### config.mk
export PLATFORM = sky130hd
export DESIGN_NAME = seahash_stream_hash
export DESIGN_NICKNAME = d
export VERILOG_FILES = /design/src/hw/rtl/sea_pkg.sv /design/src/hw/rtl/seahash_stream_hash.sv /design/src/hw/rtl/sea_datapath.sv /design/src/hw/rtl/sea_ctrl.sv
export SDC_FILE = /design/constraint.sdc
export NUM_CORES = 2
export LEC_CHECK = 0
export BUFFER_PORTS_ARGS = -buffer_cell sky130_fd_sc_hd__buf_2
export CAP_MARGIN = 0
export CORE_MARGIN = 8
export CORE_UTILIZATION = 60
export DETAILED_ROUTE_END_ITERATION = 8
export PLACE_DENSITY_LB_ADDON = 0.2
export SLEW_MARGIN = 20
export SYNTH_ARGS = -nofsm -noshare
export SYNTH_HDL_FRONTEND = slang
export SYNTH_HIERARCHICAL = 1
export SYNTH_SLANG_ARGS = --single-unit
### constraint.sdc
create_clock -name clk -period 14.8 [get_ports clk]
set_input_delay 0.74 -clock clk [delete_from_list [all_inputs] [get_ports clk]]
set_output_delay 0.74 -clock clk [all_outputs]
set_load 0.02 [all_outputs]
### src/hw/rtl/sea_pkg.sv
// Shared types and constants for the SeaHash stream hash block.
`timescale 1ns / 1ps
`default_nettype none
package sea_pkg;

  localparam int unsigned WordW = 64;
  localparam int unsigned HalfW = 32;
  localparam int unsigned CountW = 4;
  localparam int unsigned WordBytes = 8;

  localparam logic [WordW-1:0] SEA_MUL = 64'h6eed0e9da4d94a4f;
  localparam logic [WordW-1:0] SEA_INIT_A = 64'h16f11fe89b0d677c;
  localparam logic [WordW-1:0] SEA_INIT_B = 64'hb480a793d8e6c86c;
  localparam logic [WordW-1:0] SEA_INIT_C = 64'h6fe2e5aaf078ebc9;
  localparam logic [WordW-1:0] SEA_INIT_D = 64'h14f994a4c5259381;

  typedef enum logic [3:0] {
    S_IDLE,
    S_MA_LO,
    S_MA_X1,
    S_MA_X2,
    S_XSHIFT,
    S_MB_LO,
    S_MB_X1,
    S_MB_X2,
    S_ROTATE,
    S_FINAL_LOAD,
    S_OUTPUT
  } ctrl_state_t;

  typedef enum logic [3:0] {
    OP_NONE,
    OP_ABSORB_LOAD,
    OP_FINAL_LOAD,
    OP_MUL_LO,
    OP_MUL_X1,
    OP_MUL_X2,
    OP_SHIFT,
    OP_ROTATE,
    OP_EMIT
  } dp_op_t;

  typedef struct packed {
    dp_op_t op;
  } dp_cmd_t;

  typedef struct packed {
    logic absorb_needed;
    logic in_last;
  } dp_status_t;

endpackage
`default_nettype wire

### src/hw/rtl/seahash_stream_hash.sv
// Top level of the SeaHash stream hash block.
//
// Channel  Direction  Handshake              Beat payload
// in       input      in_valid / in_ready    data_word[63:0], byte_count[3:0], last
// out      output     out_valid / out_ready  digest[63:0]
//
// One beat is processed at a time. A word beat is loaded, then mixed through one shared 32x32
// multiplier (three passes per 64-bit product plus the shift-xor) and ends with one lane rotate
// before the next beat can be taken. A last beat then goes on to a final load and a second mix
// for the digest; a last beat with no bytes does only that final load and mix.
// Reset puts the lanes at their initial values and clears the length and output valid.
// A digest waiting in the output register stalls only the next digest, not absorbing.
`timescale 1ns / 1ps
`default_nettype none
module seahash_stream_hash
  import sea_pkg::*;
(
  input  wire logic              clk,
  input  wire logic              rst,
  input  wire logic              in_valid,
  output logic                   in_ready,
  input  wire logic [WordW-1:0]  data_word,
  input  wire logic [CountW-1:0] byte_count,
  input  wire logic              last,
  output logic                   out_valid,
  input  wire logic              out_ready,
  output logic [WordW-1:0]       digest
);

  dp_cmd_t    cmd;
  dp_status_t status;

  sea_ctrl u_ctrl (
    .clk       (clk),
    .rst       (rst),
    .in_valid  (in_valid),
    .in_ready  (in_ready),
    .out_valid (out_valid),
    .out_ready (out_ready),
    .status    (status),
    .cmd       (cmd)
  );

  sea_datapath u_datapath (
    .clk        (clk),
    .rst        (rst),
    .cmd        (cmd),
    .status     (status),
    .data_word  (data_word),
    .byte_count (byte_count),
    .last       (last),
    .digest     (digest)
  );

`ifndef SYNTHESIS
  a_one_at_a_time: assert property (@(posedge clk) disable iff (rst)
    (in_valid && in_ready) |=> !in_ready)
    else $error("input accepted while a beat is still being processed");

  a_no_digest_mid_message: assert property (@(posedge clk) disable iff (rst)
    (in_valid && in_ready && !last) |=> !$rose(out_valid))
    else $error("digest raised right after a beat that is not last");

  a_idle_after_reset: assert property (@(posedge clk)
    rst |=> (in_ready && !out_valid))
    else $error("block not idle after reset");
`endif

endmodule
`default_nettype wire

### src/hw/rtl/sea_datapath.sv
// Datapath: lanes, length counter, shared 32x32 multiplier, mixing and digest register.
`timescale 1ns / 1ps
`default_nettype none
module sea_datapath
  import sea_pkg::*;
(
  input  wire logic              clk,
  input  wire logic              rst,
  input  wire dp_cmd_t           cmd,
  output dp_status_t             status,
  input  wire logic [WordW-1:0]  data_word,
  input  wire logic [CountW-1:0] byte_count,
  input  wire logic              last,
  output logic [WordW-1:0]       digest
);

  logic [WordW-1:0] lane_a;
  logic [WordW-1:0] lane_b;
  logic [WordW-1:0] lane_c;
  logic [WordW-1:0] lane_d;
  logic [WordW-1:0] total_bytes;
  logic [WordW-1:0] x;
  logic [WordW-1:0] acc;

  logic [CountW-1:0] cnt_eff;
  logic [WordW-1:0]  masked_word;
  logic [HalfW-1:0]  mul_a;
  logic [HalfW-1:0]  mul_b;
  logic [WordW-1:0]  prod;
  logic [HalfW-1:0]  acc_hi_sum;
  logic [HalfW-1:0]  xs_term;

  always_comb begin
    if (!last || (byte_count > CountW'(WordBytes))) begin
      cnt_eff = CountW'(WordBytes);
    end else begin
      cnt_eff = byte_count;
    end
    for (int i = 0; i < WordBytes; i++) begin
      masked_word[i*8 +: 8] = (CountW'(i) < cnt_eff) ? data_word[i*8 +: 8] : 8'h00;
    end
  end

  assign status.absorb_needed = (cnt_eff != '0);
  assign status.in_last = last;

  assign mul_a = (cmd.op == OP_MUL_X2) ? x[WordW-1:HalfW] : x[HalfW-1:0];
  assign mul_b = (cmd.op == OP_MUL_X1) ? SEA_MUL[WordW-1:HalfW] : SEA_MUL[HalfW-1:0];
  assign prod = mul_a * mul_b;
  assign acc_hi_sum = acc[WordW-1:HalfW] + prod[HalfW-1:0];
  assign xs_term = x[WordW-1:HalfW] >> x[WordW-1:WordW-4];

  always_ff @(posedge clk) begin
    if (rst) begin
      lane_a <= SEA_INIT_A;
      lane_b <= SEA_INIT_B;
      lane_c <= SEA_INIT_C;
      lane_d <= SEA_INIT_D;
      total_bytes <= '0;
    end else begin
      case (cmd.op)
        OP_ABSORB_LOAD: begin
          total_bytes <= total_bytes + WordW'(cnt_eff);
        end
        OP_ROTATE: begin
          lane_a <= lane_b;
          lane_b <= lane_c;
          lane_c <= lane_d;
          lane_d <= x;
        end
        OP_EMIT: begin
          lane_a <= SEA_INIT_A;
          lane_b <= SEA_INIT_B;
          lane_c <= SEA_INIT_C;
          lane_d <= SEA_INIT_D;
          total_bytes <= '0;
        end
        default: begin
        end
      endcase
    end
  end

  always_ff @(posedge clk) begin
    case (cmd.op)
      OP_ABSORB_LOAD: x <= lane_a ^ masked_word;
      OP_FINAL_LOAD:  x <= lane_a ^ lane_b ^ lane_c ^ lane_d ^ total_bytes;
      OP_MUL_LO:      acc <= prod;
      OP_MUL_X1:      acc[WordW-1:HalfW] <= acc_hi_sum;
      OP_MUL_X2:      x <= {acc_hi_sum, acc[HalfW-1:0]};
      OP_SHIFT:       x <= x ^ {{HalfW{1'b0}}, xs_term};
      OP_EMIT:        digest <= x;
      default: begin
      end
    endcase
  end

endmodule
`default_nettype wire

### src/hw/rtl/sea_ctrl.sv
// Controller state machine that sequences absorb, mixing and digest output.
`timescale 1ns / 1ps
`default_nettype none
module sea_ctrl
  import sea_pkg::*;
(
  input  wire logic       clk,
  input  wire logic       rst,
  input  wire logic       in_valid,
  output logic            in_ready,
  output logic            out_valid,
  input  wire logic       out_ready,
  input  wire dp_status_t status,
  output dp_cmd_t         cmd
);

  ctrl_state_t state;
  ctrl_state_t state_next;
  logic        last_flag;
  logic        final_phase;

  always_comb begin
    state_next = state;
    case (state)
      S_IDLE:       if (in_valid) state_next = S_MA_LO;
      S_MA_LO:      state_next = S_MA_X1;
      S_MA_X1:      state_next = S_MA_X2;
      S_MA_X2:      state_next = S_XSHIFT;
      S_XSHIFT:     state_next = S_MB_LO;
      S_MB_LO:      state_next = S_MB_X1;
      S_MB_X1:      state_next = S_MB_X2;
      S_MB_X2:      state_next = final_phase ? S_OUTPUT : S_ROTATE;
      S_ROTATE:     state_next = last_flag ? S_FINAL_LOAD : S_IDLE;
      S_FINAL_LOAD: state_next = S_MA_LO;
      S_OUTPUT:     if (!out_valid || out_ready) state_next = S_IDLE;
      default:      state_next = S_IDLE;
    endcase
  end

  always_comb begin
    in_ready = 1'b0;
    cmd.op = OP_NONE;
    case (state)
      S_IDLE: begin
        in_ready = 1'b1;
        if (in_valid) begin
          cmd.op = status.absorb_needed ? OP_ABSORB_LOAD : OP_FINAL_LOAD;
        end
      end
      S_MA_LO, S_MB_LO: cmd.op = OP_MUL_LO;
      S_MA_X1, S_MB_X1: cmd.op = OP_MUL_X1;
      S_MA_X2, S_MB_X2: cmd.op = OP_MUL_X2;
      S_XSHIFT:         cmd.op = OP_SHIFT;
      S_ROTATE:         cmd.op = OP_ROTATE;
      S_FINAL_LOAD:     cmd.op = OP_FINAL_LOAD;
      S_OUTPUT: begin
        if (!out_valid || out_ready) begin
          cmd.op = OP_EMIT;
        end
      end
      default: begin
      end
    endcase
  end

  always_ff @(posedge clk) begin
    if (rst) begin
      state <= S_IDLE;
      last_flag <= 1'b0;
      final_phase <= 1'b0;
      out_valid <= 1'b0;
    end else begin
      state <= state_next;
      if (state == S_IDLE && in_valid) begin
        last_flag <= status.in_last;
        final_phase <= !status.absorb_needed;
      end else if (state == S_FINAL_LOAD) begin
        final_phase <= 1'b1;
      end
      if (cmd.op == OP_EMIT) begin
        out_valid <= 1'b1;
      end else if (out_ready) begin
        out_valid <= 1'b0;
      end
    end
  end

endmodule
`default_nettype wire
==> results.yml <==
run:
  drv_cap: 0
drt:
  ant_nets: 0
  dr.pass1.iters: 9
  drtIter0Drc: 4055
  viasPerCell: 5.83
  wl_um: 152000
  vias: 38400
  avgRoutedWirePerCell_um: 23.1
  post-route-drc-count: 0
setup_path:
  cp_num_cells: 51
  path_buf_inv: 9
  worst_path_dominant_cell_family: "simple AND/OR/NAND/NOR gates"
  worstPathArrival_ns: 13.55
  cpMaxStageDelayCell: "or3_1"
  cp-start-kind: "primary input"
  path_class: "in -> reg"
  worst_setup_path_end_kind: "flop"
  crit_fanout: 11
  r2r_cells: 47
  cp.required_ns: 15.11
  critPathMaxStageDelay_ns: 0.71
sta:
  fmax_mhz: 75.5
  drv_slew: 0
  fin_crit_sh: 0.895
  setup_viol: 0
  finClkSkew_ns: 0.0210
  hold_violations: 0
  tns_ns: 0
  period_needed_ns: 13.24
  tightest_slew_ns: 1.31
  slew-limit-headroom: 0.128
  rsz0062_at_grt: "false"
place:
  numPortBuffers: 138
  gp_congestion: 1.00
  place_hpwl_um: 122000
finish:
  nets: 6606
  syn_to_final_growth_pct: 6.72
  layout-drive-gt1-share: 0.0620
  fillers: 6894
  final_common_cell: "inv_1"
  layout_common_cells: "893 x inv_1, 872 x nand2_1, 601 x fa_1"
clock_tree:
  clk_latency_ns: 0.58
  clkTransAtPathRegs_ns: 0.07
  cts_buffers: 47
  cts_hold_buf: 0
  cts_sinks: 519
  ctsRootBufferMaster: "clkbuf_16"
  cts_setup_buffers: 0
  cts.htree.levels: 2
  cts_max_path_buffers: 3
  ctsResizeCount: 0
  cts_tree: "yes"
global_routing:
  grt_pass1_vias: 38200
  antenna_found_initial: 5
  grt_start_max_net_pins: 215
  grt_first_pass_wirelength_um: 232000
  grt_overflow: 0
  globalRouteTotalUtil: 0.325
yosys:
  syn_area_per_cell_um2: 9.22
  ys_ff_latch: 519
  synth-seq-area-share: 0.247
  syn_inst: 5408
  synth_area_um2: 49900
  synth_edf_count: 192
  synth_cell_types: 102
  yosysWarningCount: 6
  ys.flop_type: "dfxtp_1"
  async_reset_ff_frac: 0
die:
  row_count: 105
  initial_core_util: 0.606
  ios: 139
  die_w_um: 304
  die_h_um: 304
  core_um2: 82200
  die-area_um2: 92600
worst_hold_path:
  hold_path_depth: 2
  hold_class: "reg -> reg"
outcome:
  status: "complete, no violations"
cells by family after synthesis:
group,after synthesis,share of synthesized area
mux,49,0.0108
xor+xnor,492,0.0864
buf+inv,1101,0.0835
flops,519,0.247
other cells,2,0.000151
compound gates,709,0.0870
fa+ha+maj,1056,0.356
simple gates,1480,0.130
area by class of cell:
cell class	count	area, um2	share of cell area
flip-flops and latches	519	12300	0.231
well taps	1070	1340	0.0252
multi-input cells	3819	33600	0.631
clock inverters	21	134	0.00252
clock buffers	66	1310	0.0246
diodes	2	5.00	0.0000941
repair buffers	192	1150	0.0216
inverters	898	3370	0.0634
path summary, 6_finish.rpt:
path | startpoint | to | slack, ns
worst min-delay path | u_datapath/lane_b[46] | u_datapath/lane_a[46] | 0.47
worst max register to register | u_ctrl/state[3] | u_datapath/acc[62] | 2.24
worst max-delay path | last | u_datapath/acc[62] | 1.56
worst min register to register | u_datapath/lane_b[46] | u_datapath/lane_a[46] | 0.47
sequential cells by signal, indices dropped and copies added (netlist names):
signal,cells
u_datapath/lane_a,64
u_datapath/x,64
u_ctrl/state,4
u_datapath/digest,64
u_ctrl/final_phase,1
u_datapath/acc,64
u_datapath/lane_b,64
u_datapath/lane_c,64
u_ctrl/out_valid,1
u_datapath/lane_d,64
u_ctrl/last_flag,1
u_datapath/total_bytes,64
metal layers:
metal	vias to the layer above	track usage	share of wire
met5	-	0	0.000092
met2	1842	0.505	0.44
li1	17400	-	-
met1	18800	0.456	0.42
met3	314	0.0620	0.10
met4	2	0.106	0.040
cells in the mapped netlist (5+ instances only):
cell type,n,share of area
a222oi_1,12,0.0024
o21a_1,9,0.0014
buf_2,17,0.0017
o211ai_1,7,0.0011
a211oi_1,20,0.0030
xnor2_1,333,0.058
edfxtp_1,192,0.12
ha_1,455,0.11
nand4_1,27,0.0034
and3_1,19,0.0024
o21ai_0,148,0.015
or2_2,14,0.0018
mux2_2,8,0.0018
a21oi_1,303,0.030
a221oi_1,15,0.0026
o21ai_1,18,0.0018
a22oi_1,9,0.0014
clkbuf_1,165,0.012
o31ai_1,5,0.00075
nor2_1,228,0.017
o21bai_1,15,0.0023
o221ai_1,28,0.0049
a31oi_1,14,0.0018
dfxtp_1,327,0.13
mux2i_1,38,0.0076
nand3_1,172,0.017
and4_1,7,0.0012
nand2_1,872,0.066
nand2b_1,17,0.0021
o22ai_1,11,0.0014
xor2_1,159,0.028
and2_1,10,0.0013
fa_1,601,0.24
a21o_1,48,0.0072
buf_1,18,0.0014
inv_1,893,0.067
or3_1,22,0.0028
nor2b_1,24,0.0030
nor3_1,27,0.0027
per-stage QoR:
stage	hold slack (ns)	worst slack (ns)	instances	instance area [um2]	utilization
floorplan	0.424	2.94	5439	50000	-
global placement	0.464	1.53	6496	51700	0.629
detailed placement	0.470	1.29	6496	51700	0.629
CTS	0.471	1.85	6583	53100	0.646
global route	0.494	1.04	6586	53200	0.647
finish	0.473	1.56	6587	53200	0.647
tightest hold or removal path, cell delays in order, from the launching register on:
cell,delay [ns]
dfxtp_1,0.33
nand2_1,0.06
a21oi_1,0.05
Power is not shown: default switching activity piles up to over one toggle a cycle in this logic, so the estimate is an artifact.
